$ cat config.mk
export PLATFORM = sky130hd
export DESIGN_NAME = canfifo_ptr
export DESIGN_NICKNAME = d
export VERILOG_FILES = /design/src/rtl/core/canfifo_pkg.sv /design/src/rtl/core/canfifo_ptr.sv
export VERILOG_INCLUDE_DIRS = /design/src /design/src/rtl/core
export SDC_FILE = /design/constraint.sdc
export NUM_CORES = 1
export LEC_CHECK = 0
export BUFFER_PORTS_ARGS = -buffer_cell sky130_fd_sc_hd__buf_2
export CAP_MARGIN = 25
export CORE_MARGIN = 5
export CORE_UTILIZATION = 40
export DETAILED_ROUTE_END_ITERATION = 12
export PLACE_DENSITY_LB_ADDON = 0.05
export SKIP_LAST_GASP = 1
export SLEW_MARGIN = 20
export SYNTH_ARGS = -nofsm -noshare
export SYNTH_HDL_FRONTEND = slang
export SYNTH_SLANG_ARGS = --single-unit
$ cat constraint.sdc
create_clock -name clk -period 7.66 [get_ports clk]
set_clock_uncertainty 0.2 [all_clocks]
set_input_delay 0.766 -clock clk [delete_from_list [all_inputs] [get_ports clk]]
set_output_delay 0.766 -clock clk [all_outputs]
set_load 0.005 [all_outputs]
$ cat src/rtl/core/assert_macros.svh
// assertion macros shared by the rtl of the can frame fifo
`ifndef ASSERT_MACROS_SVH
`define ASSERT_MACROS_SVH
`ifndef SYNTHESIS
// property must hold at every rising edge out of reset
`define ASSERT_AT(lbl, clk, rstn, prop) \
	lbl: assert property (@(posedge clk) disable iff (!(rstn)) prop) \
		else $error("assertion failed");
// expression must never be true out of reset
`define ASSERT_NEVER(lbl, clk, rstn, expr) \
	lbl: assert property (@(posedge clk) disable iff (!(rstn)) !(expr)) \
		else $error("forbidden condition seen");
`else
`define ASSERT_AT(lbl, clk, rstn, prop)
`define ASSERT_NEVER(lbl, clk, rstn, expr)
`endif
`endif

$ cat src/rtl/core/canfifo_pkg.sv
// types and constants of the can frame ring fifo
`timescale 1ns / 1ps
package canfifo_pkg;

	// field widths
	localparam int ID_W          = 29;
	localparam int LEN_W         = 4;
	localparam int BYTES_W       = 64;
	localparam int OPCODE_W      = 2;
	localparam int RING_LENGTH_W = 8;
	localparam int FRAME_BYTES   = 8;

	// ring length after reset and byte count limit
	localparam logic [RING_LENGTH_W-1:0] RING_LENGTH_RESET = 8'd100;
	localparam logic [LEN_W-1:0]         MAX_BYTES         = 4'd8;

	// opcodes
	localparam logic [OPCODE_W-1:0] OP_PUT   = 2'd0;
	localparam logic [OPCODE_W-1:0] OP_TAKE  = 2'd1;
	localparam logic [OPCODE_W-1:0] OP_CLEAR = 2'd2;

	// request from the producer side
	typedef struct packed {
		logic [OPCODE_W-1:0] opcode;
		logic [ID_W-1:0]     frame_id;
		logic [LEN_W-1:0]    frame_length;
		logic [BYTES_W-1:0]  frame_bytes;
	} in_item_t;

	// result toward the consumer side
	typedef struct packed {
		logic                status;
		logic [ID_W-1:0]     out_id;
		logic [LEN_W-1:0]    out_length;
		logic [BYTES_W-1:0]  out_bytes;
		logic                is_full;
		logic                is_empty;
	} out_item_t;

	// one stored frame
	typedef struct packed {
		logic [ID_W-1:0]    id;
		logic [LEN_W-1:0]   len;
		logic [BYTES_W-1:0] bytes;
	} entry_t;

	// decision of the pointer unit for the current request
	typedef struct packed {
		logic put_ok;
		logic take_ok;
		logic status;
		logic full;
		logic empty;
	} ptr_ctl_t;

endpackage

$ cat src/rtl/core/canfifo_ptr.sv
// slot pointers, ring length register and full / empty decisions
`timescale 1ns / 1ps
`include "assert_macros.svh"
module canfifo_ptr #(
	parameter int SLOTS = 128,
	localparam int PW = $clog2(SLOTS)
) (
	input  logic                                   clk,
	input  logic                                   arst_n,
	input  logic                                   cfg_we,
	input  logic [canfifo_pkg::RING_LENGTH_W-1:0]  cfg_wdata,
	input  logic                                   go,
	input  logic [canfifo_pkg::OPCODE_W-1:0]       opcode,
	output logic [PW-1:0]                          wr_addr,
	output logic [PW-1:0]                          rd_addr,
	output canfifo_pkg::ptr_ctl_t                  ctl
);
	import canfifo_pkg::*;

	localparam int NW = PW + 1;
	localparam int CW = ((NW > RING_LENGTH_W) ? NW : RING_LENGTH_W) + 1;

	logic [RING_LENGTH_W-1:0] len_q;
	logic [PW-1:0]            wr_q, rd_q, wr_d, rd_d;
	logic [CW-1:0]            len_c;
	logic [CW-1:0]            eff_c;
	logic [NW-1:0]            eff;
	logic                     full_now, empty_now;

	// advance a pointer, wrapping at the effective length
	function automatic logic [PW-1:0] next_of(input logic [PW-1:0] p,
		input logic [NW-1:0] lim);
		logic [NW-1:0] n;
		n = {1'b0, p} + NW'(1);
		return (n >= lim) ? '0 : n[PW-1:0];
	endfunction

	// clamp ring length to the range 2 .. SLOTS
	always_comb begin
		len_c = CW'(len_q);
		if (len_c < CW'(2)) begin
			eff_c = CW'(2);
		end else if (len_c > CW'(SLOTS)) begin
			eff_c = CW'(SLOTS);
		end else begin
			eff_c = len_c;
		end
		eff = eff_c[NW-1:0];
	end

	assign full_now  = (next_of(wr_q, eff) == rd_q);
	assign empty_now = (wr_q == rd_q);

	// per request decision and next pointers
	always_comb begin
		ctl  = '0;
		wr_d = wr_q;
		rd_d = rd_q;
		case (opcode)
			OP_PUT: begin
				if (full_now) begin
					ctl.status = 1'b1;
				end else begin
					ctl.put_ok = 1'b1;
					wr_d       = next_of(wr_q, eff);
				end
			end
			OP_TAKE: begin
				if (empty_now) begin
					ctl.status = 1'b1;
				end else begin
					ctl.take_ok = 1'b1;
					rd_d        = next_of(rd_q, eff);
				end
			end
			OP_CLEAR: begin
				wr_d = '0;
				rd_d = '0;
			end
			default: begin
			end
		endcase
		ctl.full  = (next_of(wr_d, eff) == rd_d);
		ctl.empty = (wr_d == rd_d);
	end

	// pointer and length registers
	always_ff @(posedge clk or negedge arst_n) begin
		if (!arst_n) begin
			len_q <= RING_LENGTH_RESET;
			wr_q  <= '0;
			rd_q  <= '0;
		end else begin
			if (cfg_we) begin
				len_q <= cfg_wdata;
			end
			if (go) begin
				wr_q <= wr_d;
				rd_q <= rd_d;
			end
		end
	end

	assign wr_addr = wr_q;
	assign rd_addr = rd_q;

	// checks
	`ASSERT_AT(a_put_moves_wr, clk, arst_n, go && ctl.put_ok |=> wr_q != $past(wr_q))
	`ASSERT_AT(a_refused_holds, clk, arst_n, go && ctl.status |=> $stable(wr_q) && $stable(rd_q))
	`ASSERT_NEVER(a_full_and_empty, clk, arst_n, ctl.full && ctl.empty)

endmodule

* After elaboration in Yosys (flattened, before gate mapping)
Index checks and enable logic that the tools add are counted.
Word-level totals: logic and storage cells 34, output and inout port bits 19, RAM bits 0, input port bits 14, bits in latches 0, bits in registers 22, memories 0, ROM bits 0
Cells by class: equality and inequality tests 6, add/subtract/negate cells 3, magnitude comparators 5, multipliers 0, bitwise gates (word level) 0, divide/modulo/power cells 0, shift-type cells 0, reduce and logical (&&, ||, !) cells 1, mux-type cells 16
Operators by type and width (count):
- 7-bit two-way mux | 5
- 7-bit equality test | 4
- 7-bit case mux with 2 select lines | 2
- 7-bit by 1-bit adder with 8-bit output (second input constant) | 3
- 8-bit >= comparator | 3
- 8-bit two-way mux | 2
- 8-bit greater-than comparator (second input constant) | 1
- 8-bit by 2-bit < comparator with 1-bit output (second input constant) | 1
- 1-bit two-way mux | 6
- 2-bit by 1-bit equality test with 1-bit output (second input constant) | 1
- 2-bit equality test (second input constant) | 1
- 2-bit logical NOT | 1
- 1-bit case mux with 2 select lines | 1

* Depth between registers and ports, before layout
depth in word-level cells 12, gate-level depth with buffers 29, depth with buffers taken out 27

* Worst setup path after synthesis
No wires, ideal clock.
kind reg-to-output, start reg len_q[3], end out ctl[1] in the netlist's numbering, setup slack 971 ps, cell stages (with the launch flop) 28, path buffers 2, arrival 5723 ps, required time 6694 ps, cell sequence dfrtp_1 > or4_1 > o311a_1 > ha_1 > nor2b_1 > o21ai_1 > a21oi_1 > buf_2 > o211ai_1 > a32o_2 > or2_1 > buf_2 > a221oi_4 > inv_2 > ha_1 > xnor2_1 > inv_1 > ha_1 > a21o_1 > a21o_1 > a21oi_1 > nor2b_1 > o21ai_0 > a21oi_1 > nor2_1 > nand3_1 > o32a_1 > a2111oi_2
RTL lines:
- from (decl) | line canfifo_ptr.sv:23 | logic [RING_LENGTH_W-1:0] len_q;
- from (signal assigned) | line canfifo_ptr.sv:95 | len_q <= cfg_wdata;
- to (decl) | line canfifo_ptr.sv:16 | output canfifo_pkg::ptr_ctl_t ctl

==> run summary <==
SETUP PATH
--------------------------------------------------------------------------------------
Reg2Reg Depth ...........................................................           14
Arrival time worst endpoint .............................................      6290 ps
Crit. End Element ....................................................... primary output
Largest fanout on the critical path .....................................            9
Setup crit start kind ...................................................         flop
Type of the worst setup path ............................................ flop to primary output
Max stage delay cell, worst path ........................................ sky130_fd_sc_hd__or4_1
Most repeated library cell on the critical path ......................... sky130_fd_sc_hd__ha_1
CP top delay family ..................................................... compound AO/OA/AOI/OAI gates
Worst path required time ................................................      6690 ps
Critical path buffers and inverters .....................................            3
Stage delay of the slowest cell on the critical path ....................       540 ps
Worst path depth ........................................................           26

TIMING
--------------------------------------------------------------------------------------
Final number of hold-violating endpoints ................................            0
Max-slew violation count ................................................            0
Final Cycle Share .......................................................        94.7%
Max Clk Rate ............................................................    0.138 GHz
Final critical delay including setup and external delays ................      7260 ps
Worst-case headroom to the max-slew limit ...............................        59.2%
Number of setup violations in the final report ..........................            0
Post-route worst hold slack .............................................       276 ps
Slew at the pin with the worst max-slew slack ...........................       604 ps

LAYOUT
--------------------------------------------------------------------------------------
Non-Filler Cell Area, Final .............................................     3160 um2
Number of nets in the layout ............................................          409
Filler cell count in the final layout ...................................          695
Layout Area Growth over Synthesis .......................................        13.1%
Share of cells above drive strength 1 ...................................        23.4%
Final antenna diode count ...............................................            0

FLOORPLAN
--------------------------------------------------------------------------------------
Area of the die .........................................................     8760 um2
Core Rows ...............................................................           30
Vertical extent of the die ..............................................      93.6 um
Starting utilization of the core area ...................................        41.1%
Core region area ........................................................     6790 um2
Top-level I/O count .....................................................           33
Die span in x ...........................................................      93.6 um

GLOBAL ROUTING
--------------------------------------------------------------------------------------
Overall fraction of global-route tracks in use ..........................        19.4%
First-pass GRT wire length ..............................................     13200 um
Global-route congestion overflow total ..................................            0
Largest net degree at the start of global routing .......................           25
Number of antenna violations at the first check in global routing .......            0
Vias in the first global route ..........................................         2503

ROUTING
--------------------------------------------------------------------------------------
Iteration count of the initial detailed-routing pass ....................            4
Via density .............................................................         5.53
Average wire per standard cell ..........................................      17.9 um
Total length of routed wires ............................................      8230 um
DRC Markers .............................................................            0
Number of routed nets with antenna violations ...........................            0
Total via count after detailed routing ..................................         2546
Starting DRC count in detailed routing ..................................          157

PWR
--------------------------------------------------------------------------------------
Worst vdd rail ir drop ..................................................      79.8 uV
Leakage power summed over all cells .....................................      1.38 nW
Power per cell area .....................................................   210 nW/um2

PLACEMENT
--------------------------------------------------------------------------------------
Post-detailed-placement half-perimeter wirelength .......................      6500 um
Routability cong. .......................................................        0.894
Instance area at placement ..............................................     3060 um2
Number of buffer cells added on primary ports ...........................           32

LOGIC SYNTHESIS
--------------------------------------------------------------------------------------
Number of nets produced by synthesis ....................................          379
Synthesized area divided by synthesized cell count ......................     8.34 um2
Synth Area in Simple Gates ..............................................        22.0%
Sequential-to-total area share from yosys stat ..........................        19.8%
Adder-cell area share of the yosys netlist ..............................        13.4%
Share of the synthesized area in compound gates (AO/OA/AOI/OAI) .........        21.8%
Area share of xor/xnor cells in the synthesized design ..................        11.4%
Async SR Flop Fraction ..................................................         100%
Flip-flop cell with the highest count after synthesis ................... sky130_fd_sc_hd__dfrtp_1
Yosys Warn Count ........................................................            0
Count of state elements after synthesis .................................           22
Main combinational cell family by area after synthesis .................. simple AND/OR/NAND/NOR gates
Number of unique standard cell types used by synthesis ..................           67
Multiplexer fraction of the synthesized cell area .......................        5.91%
Cell count after synthesis ..............................................          335
Post-synth EDFFs ........................................................            0
Netlist area before placement ...........................................     2790 um2

CLOCKING
--------------------------------------------------------------------------------------
Count of clock tree sinks ...............................................           22
Count of H-tree levels built during CTS .................................            1
Clock slew at the register clock pins of the worst setup and hold paths .        90 ps
CTS tree ................................................................         done
Number of buffers inserted for hold repair after clock tree synthesis ...            0
Number of buffers created by CTS ........................................            3
Clock Path Buffers ......................................................            2
Root cell of the clock tree ............................................. sky130_fd_sc_hd__clkbuf_8
Source-to-sink clock delay at the later pin of the worst-skew pair ......       270 ps

HOLD PATH
--------------------------------------------------------------------------------------
Path category of the worst min-delay check .............................. input pin to asynchronous set/reset pin

STATUS
--------------------------------------------------------------------------------------
Status .................................................................. finished, final reports clean

JOB
--------------------------------------------------------------------------------------
Reported max-cap violation count ........................................            0

## per-layer routing
| layer | GRT usage (%) | vias up | wire length [um] | share of wire [%] |
|---|---|---|---|---|
| met5 | 0 | - | 0 | 0 |
| met4 | 5.17 | 0 | 132 | 1.6 |
| met3 | 2.33 | 9 | 429 | 5.2 |
| met2 | 32.0 | 63 | 3810 | 46 |
| met1 | 26.6 | 1196 | 3850 | 47 |
| li1 | - | 1278 | - | - |
## final cells by class
class	instances	area [um2]	area share [%]
Inverter	11	41.3	1.31
Tap cell	96	120	3.80
Timing Repair Buffer	48	280	8.87
Clock buffer	4	55.1	1.74
Multi-Input combinational cell	279	2110	66.7
Sequential cell	22	556	17.6
## kinds of logic (layout without fill, tap and decap cells)
group / Yosys count / after routing
fa+ha+maj: 30 / 30
xor+xnor: 33 / 33
mux: 15 / 15
compound gates: 83 / 83
simple gates: 118 / 118
buf+inv: 34 / 63
flops: 22 / 22
## cells in the mapped netlist, drive strengths merged (2+ instances only)
master / n / share of area (%)
a21o: 8 / 2.1
a22oi: 5 / 1.3
ha: 30 / 13
o211ai: 3 / 0.81
a32oi: 4 / 1.3
nor2b: 5 / 1.1
a21oi: 24 / 4.4
nand2b: 3 / 0.67
o32a: 2 / 0.72
nor3: 7 / 1.3
nor4b: 2 / 0.63
inv: 10 / 1.3
and2: 3 / 0.67
dfstp: 3 / 2.8
nand4: 3 / 0.67
a22o: 2 / 0.63
xnor2: 18 / 5.9
a31oi: 2 / 0.45
xor2: 14 / 4.7
nand3: 14 / 2.5
or4: 3 / 0.94
a221oi: 2 / 1.9
buf: 11 / 2.5
o22ai: 2 / 0.45
nor2: 30 / 4.3
or2: 5 / 1.1
and3: 8 / 1.8
mux2: 12 / 4.8
nand2: 24 / 3.2
clkbuf: 12 / 1.6
mux2i: 3 / 1.1
a211oi: 5 / 1.5
or3: 3 / 0.67
nor4: 3 / 0.67
dfrtp: 19 / 17
o21ai: 13 / 2.5
## where the power goes
part / internal (W) / switching (W)
sequential: 0.000134 / 0.0000424
combinational: 0.000182 / 0.000216
clock: 0.0000460 / 0.0000440
## flip-flops by register name, summed over array words and instances, names as in the netlist
register / count
len_q: 8
rd_addr: 7
wr_addr: 7
## repair_timing
action                     4_1_cts  5_1_grt
setup buffers                    0        2
gates resized for setup          0        7
setup endpoints to repair        0        1
## per-stage QoR
step           setup WS [ps]  power, W  utilization [%]  setup TNS, ps  cells
2_1_floorplan            971  0.000452                -              0    335
3_3_place_gp             620  0.000556             45.1              0    454
3_5_place_dp             449  0.000559             45.1              0    454
4_1_cts                  118  0.000654             45.9              0    458
5_1_grt                -1.87  0.000723             46.5          -1.87    460
6_report                 403  0.000664             46.5              0    460
## layout by cell type (no fill, tap or decap), drive strengths merged, types with 3 or more instances in the layout
cell type	synthesis	layout
dfstp	3	3
nor3	7	7
xor2	14	14
o21ai	13	13
a32oi	4	4
or4	3	3
and3	8	8
mux2i	3	3
nand2b	3	3
buf	11	48
or3	3	3
inv	10	10
nand2	24	24
nand4	3	3
clkbuf	12	4
o211ai	3	3
a22oi	5	5
nor2	30	30
xnor2	18	18
nor2b	5	5
mux2	12	12
or2	5	5
nor4	3	3
and2	3	3
ha	30	30
a211oi	5	5
a21oi	24	24
dfrtp	19	19
nand3	14	14
a21o	8	8
## path summary, 6_finish.rpt
path | start | endpoint | slack, ps
min in group clk | len_q[0] | len_q[0] | 330
worst max register to register | len_q[3] | wr_addr[6] | 3310
worst min-delay path | arst_n | rd_addr[3] | 280
worst max-delay path | len_q[3] | ctl[1] | 400
worst min register to register | len_q[0] | len_q[0] | 330
max in group asynchronous | arst_n | wr_addr[0] | 6570
Note: power is estimated with default switching activity, not from simulation.
